## config.mk

```make
export PLATFORM = sky130hd
export DESIGN_NAME = sre_ram
export DESIGN_NICKNAME = d
export VERILOG_FILES = /design/src/rtl/sre_ram.sv
export SDC_FILE = /design/constraint.sdc
export NUM_CORES = 2
export LEC_CHECK = 0
export BUFFER_PORTS_ARGS = -buffer_cell sky130_fd_sc_hd__buf_2
export CAP_MARGIN = 15
export CORE_ASPECT_RATIO = 0.75
export CORE_UTILIZATION = 40
export DETAILED_ROUTE_END_ITERATION = 8
export REMOVE_ABC_BUFFERS = 1
export SLEW_MARGIN = 5
export SYNTH_ARGS = -nofsm -noshare
export SYNTH_HDL_FRONTEND = slang
export SYNTH_SLANG_ARGS = --single-unit
```

## constraint.sdc

```tcl
create_clock -name clk -period 2.7 [get_ports clk]
set_input_delay 0.675 -clock clk [delete_from_list [all_inputs] [get_ports clk]]
set_output_delay 0.675 -clock clk [all_outputs]
set_load 0.02 [all_outputs]
```

## src/rtl/sre_ram.sv

```systemverilog
// generic single-port ram with registered read
module sre_ram #(
	parameter int Width = 8,
	parameter int Depth = 256
) (
	input  logic                     clk,
	input  logic                     we,
	input  logic [$clog2(Depth)-1:0] addr,
	input  logic [Width-1:0]         wdata,
	output logic [Width-1:0]         rdata
);
	logic [Width-1:0] mem_q [Depth];

	always_ff @(posedge clk) begin
		if (we) mem_q[addr] <= wdata;
		rdata <= mem_q[addr];
	end
endmodule

```

---- Yosys cells after proc, flatten, opt, wreduce, memory -nomap -nowiden ----
Memories as Yosys holds them, arrays and structs flattened. A register that Yosys moved wholly into a read port is not among the register bits.
Cells that the tools add are included.
operators by class
  multiplexer cells ....................... 2
operators by type and width
  operator           count
  1-bit two-way mux  2
storage, ports and cells
  register bits ........................... 0
  bits in writable memories ............... 2048
  input port bits ......................... 18
  output and inout port bits .............. 8
  word-level logic and storage cells ...... 3
  memories ................................ 1
memory list
  name   depth  width  read ports  clocked after Yosys merged registers in  write ports  RTL line  source
  mem_q  256    8      1           1                                        1            12        logic [Width-1:0] mem_q [Depth];

---- Depth between registers and ports, before layout ----
  depth after elaboration ................. 2
  mapped depth ............................ 10
  gate-level depth less buffers ........... 5

---- Least setup slack after synthesis ----
No wires, ideal clock.
  kind .................................... input -> register
  start point ............................. in addr[1]
  end point ............................... mem mem_q[111][0] (enable)
  setup time .............................. 0.370 ns
  arrival time ............................ 2.524 ns
  data required time ...................... 2.330 ns
  setup slack ............................. -0.194 ns
  stages .................................. 9
  path buffers ............................ 5
  path through ............................ buf_2 -> clkbuf_1 -> clkbuf_1 -> nand2_1 -> buf_2 -> nor2_1 -> nand2_1 -> clkbuf_1 -> nor2_1
RTL lines
  what             RTL line  source
  start, declared  8         input logic [$clog2(Depth)-1:0] addr,
  end, declared    12
Straight into the memory's write port.

==> flow_summary.json <==
{
  "clk-insertion-delay-late_ns": 0.83,
  "routed_via_density": 5.67,
  "area_delta_synth_final_pct": 19.5,
  "ys_seq_area_share_pct": 78.6,
  "clk_path_buf_depth": 3,
  "numClockSinks": 2056,
  "final_antenna_net_count": 0,
  "fin_skew_ns": 0.0287,
  "drc": 0,
  "synth_ff_type": "edfxtp_1",
  "whs_path_depth": 1,
  "arrival_ns": 3.30,
  "avgRoutedWirePerCell_um": 28.6,
  "clk_pin_slew_ns": 0.06,
  "cts_tree": "yes",
  "crit_top_cell": "buf_12",
  "leakage_nw": 30.0,
  "max_freq_ghz": 0.381,
  "die_area_sq_mm": 0.198,
  "hold_viol_final": 0,
  "mostFrequentLayoutCells": "edfxtp_1, buf_4, mux4_2",
  "hp-class": "in -> reg",
  "synth_top_family_by_area": "multiplexers",
  "muxShareOfSynthArea_pct": 14.7,
  "yosys_warnings": 0,
  "cts_root_buffer": "clkbuf_16",
  "power_density_mw_per_mm2": 688,
  "grt_pass1_vias": 39779,
  "cts_made_buffers": 185,
  "syn_inst": 3547,
  "stdcell_count": 7052,
  "r2r_start": "mem_q[123][6]$_DFFE_PP_",
  "fin_setup_tns_ns": 0,
  "crit_family": "compound AO/OA/AOI/OAI gates",
  "synth-compound-area-share_pct": 3.62,
  "grt_max_degree": 88,
  "reg2reg_depth": 6,
  "crit_type": "in -> reg",
  "portBuffers": 25,
  "start_kind": "primary input",
  "start_util_pct": 40.3,
  "tightest_slew_ns": 0.907,
  "path_depth": 9,
  "synthArstFlopShare_pct": 0,
  "dr.pass1.iters": 5,
  "r2r_setup_slack_ns": 0.22,
  "nets": 4288,
  "yosys.area_share.simple_pct": 1.73,
  "ys_types": 22,
  "synthAdderAreaFrac_pct": 0,
  "grt_usage_pct": 20.4,
  "fin_crit_ns": 2.62,
  "overflow": 0,
  "ios": 26,
  "antenna_found_initial": 4,
  "worst-path-max-fanout": 15,
  "placedCellCount": 6706,
  "rsz0062_at_grt": "false",
  "irDropWorstVdd_v": 0.000719,
  "crit_required_ns": 3.37,
  "cts_htree_levels": 4,
  "drive_above_1_share_pct": 35.3,
  "crit_path_end": "rdata[6]$_DFF_P_",
  "die_x_um": 514,
  "synth_xor_area_share_pct": 0,
  "final_common_cell": "edfxtp_1",
  "yosysTopAreaCell": "edfxtp_1",
  "setup_viol_count_final": 0,
  "critPathBufInv": 4,
  "startpoint": "addr[0]",
  "die_h_um": 386,
  "ys_seq_elements": 2056,
  "ys_top_cells_by_area": "edfxtp_1, mux4_2, a22oi_1",
  "wirelength_mm": 201,
  "slowest_stage": "o41ai_1",
  "outcome": "finished clean",
  "max_stage_delay_ns": 0.58,
  "gp_congestion": 0.845,
  "synth.cell_area_sq_mm": 0.0785,
  "hpwlAfterDp_mm": 130,
  "setup_ws_ns": 0.0763,
  "utilization_pct": 48.2,
  "synth_edf_count": 2048,
  "cp-end-kind": "register",
  "min_period_over_period_pct": 97.2,
  "max-slew-margin-rel_pct": 39.5,
  "num_rows": 140,
  "maxCapViolCount": 0,
  "critical_path.cell_chain": "buf_12, buf_12, buf_12, mux4_2, a22oi_1, a21oi_1, o41ai_1, buf_4, nand4_1",
  "synth_top_area_share_pct": 78.3,
  "r2r_end": "rdata[6]$_DFF_P_",
  "vias": 39974,
  "dp_slack_ns": -1.33,
  "drt_iter0_drc": 5125,
  "syn_area_per_cell_sq_um": 22.1,
  "grt_pass1_wl_mm": 290,
  "core_sq_mm": 0.195,
  "final_max_slew_viol_count": 0
}
## how the worst min path moves through the flow
stage / start / endpoint / slack [ns]
2_1_floorplan: wdata[0] / mem_q[0][0]$_DFFE_PP_ / 0.77
3_3_place_gp: mem_q[186][6]$_DFFE_PP_ / rdata[6]$_DFF_P_ / 1.0
3_5_place_dp: mem_q[186][6]$_DFFE_PP_ / rdata[6]$_DFF_P_ / 0.99
4_1_cts: wdata[6] / mem_q[92][6]$_DFFE_PP_ / 0.18
5_1_grt: wdata[6] / mem_q[92][6]$_DFFE_PP_ / 0.21
6_report: wdata[6] / mem_q[92][6]$_DFFE_PP_ / 0.24
## synth_stat cells, drive strengths merged (2+ instances only)
cell / n
edfxtp: 2048
clkbuf: 145
nand3: 13
a22oi: 256
nor2: 232
nand2: 28
or2: 2
buf: 87
a21oi: 128
nand2b: 6
and2: 3
nor3: 30
dfxtp: 8
mux4: 512
nand4: 8
o41ai: 32
nor2b: 7
## final cells by class
cell class | count | area [sq um]
Multi-Input combinational cell | 1258 | 15900
Timing Repair Buffer | 768 | 7130
Antenna cell | 1 | 2.50
Clock inverter | 108 | 913
Clock buffer | 233 | 4940
Inverter | 1 | 3.75
Sequential cell | 2056 | 61700
Fill cell | 15765 | 101000
Tap cell | 2627 | 3290
## cell families after synthesis
kind of cell / after synthesis
buffers and inverters: 233
DFF: 2056
muxes: 512
and+or+nand+nor: 330
AOI/OAI and AO/OA: 416
## registers in the layout, summed over array words and instances (netlist names)
signal	cells
mem_q	2048
rdata	8
## stage by stage
stage	total power [mW]	hold slack (ns)	instance area (sq um)
detailed placement	39.5	0.989	87800
CTS	65.0	0.181	93700
finish	64.5	0.238	93800
global placement	39.4	0.997	87800
global route	66.3	0.212	93800
floorplan	37.1	0.774	77400
## routing by layer
| metal | wire length, um | track usage [%] | vias to the layer above |
|---|---|---|---|
| met4 | 2950 | 4.32 | 2 |
| li1 | - | - | 16541 |
| met3 | 19900 | 4.27 | 203 |
| met5 | 7 | 0 | - |
| met1 | 90900 | 32.1 | 21355 |
| met2 | 87700 | 29.1 | 1873 |
## repair_timing
item                                    CTS  global route
cloned                                    0             1
endpoints found under the setup margin    4             7
gates resized for setup                   8             9
buffers inserted                          0             3
pin swaps                                 0             3
hold buffers                              0             0
## power by group
group	internal (mW)	total (mW)	switching [mW]
clock network	14.3	25.8	11.5
logic	1.46	3.57	2.10
registers	35.2	35.2	0.0554
total	50.9	64.5	13.6
No activity file was read; power rests on OpenSTA's default activity.
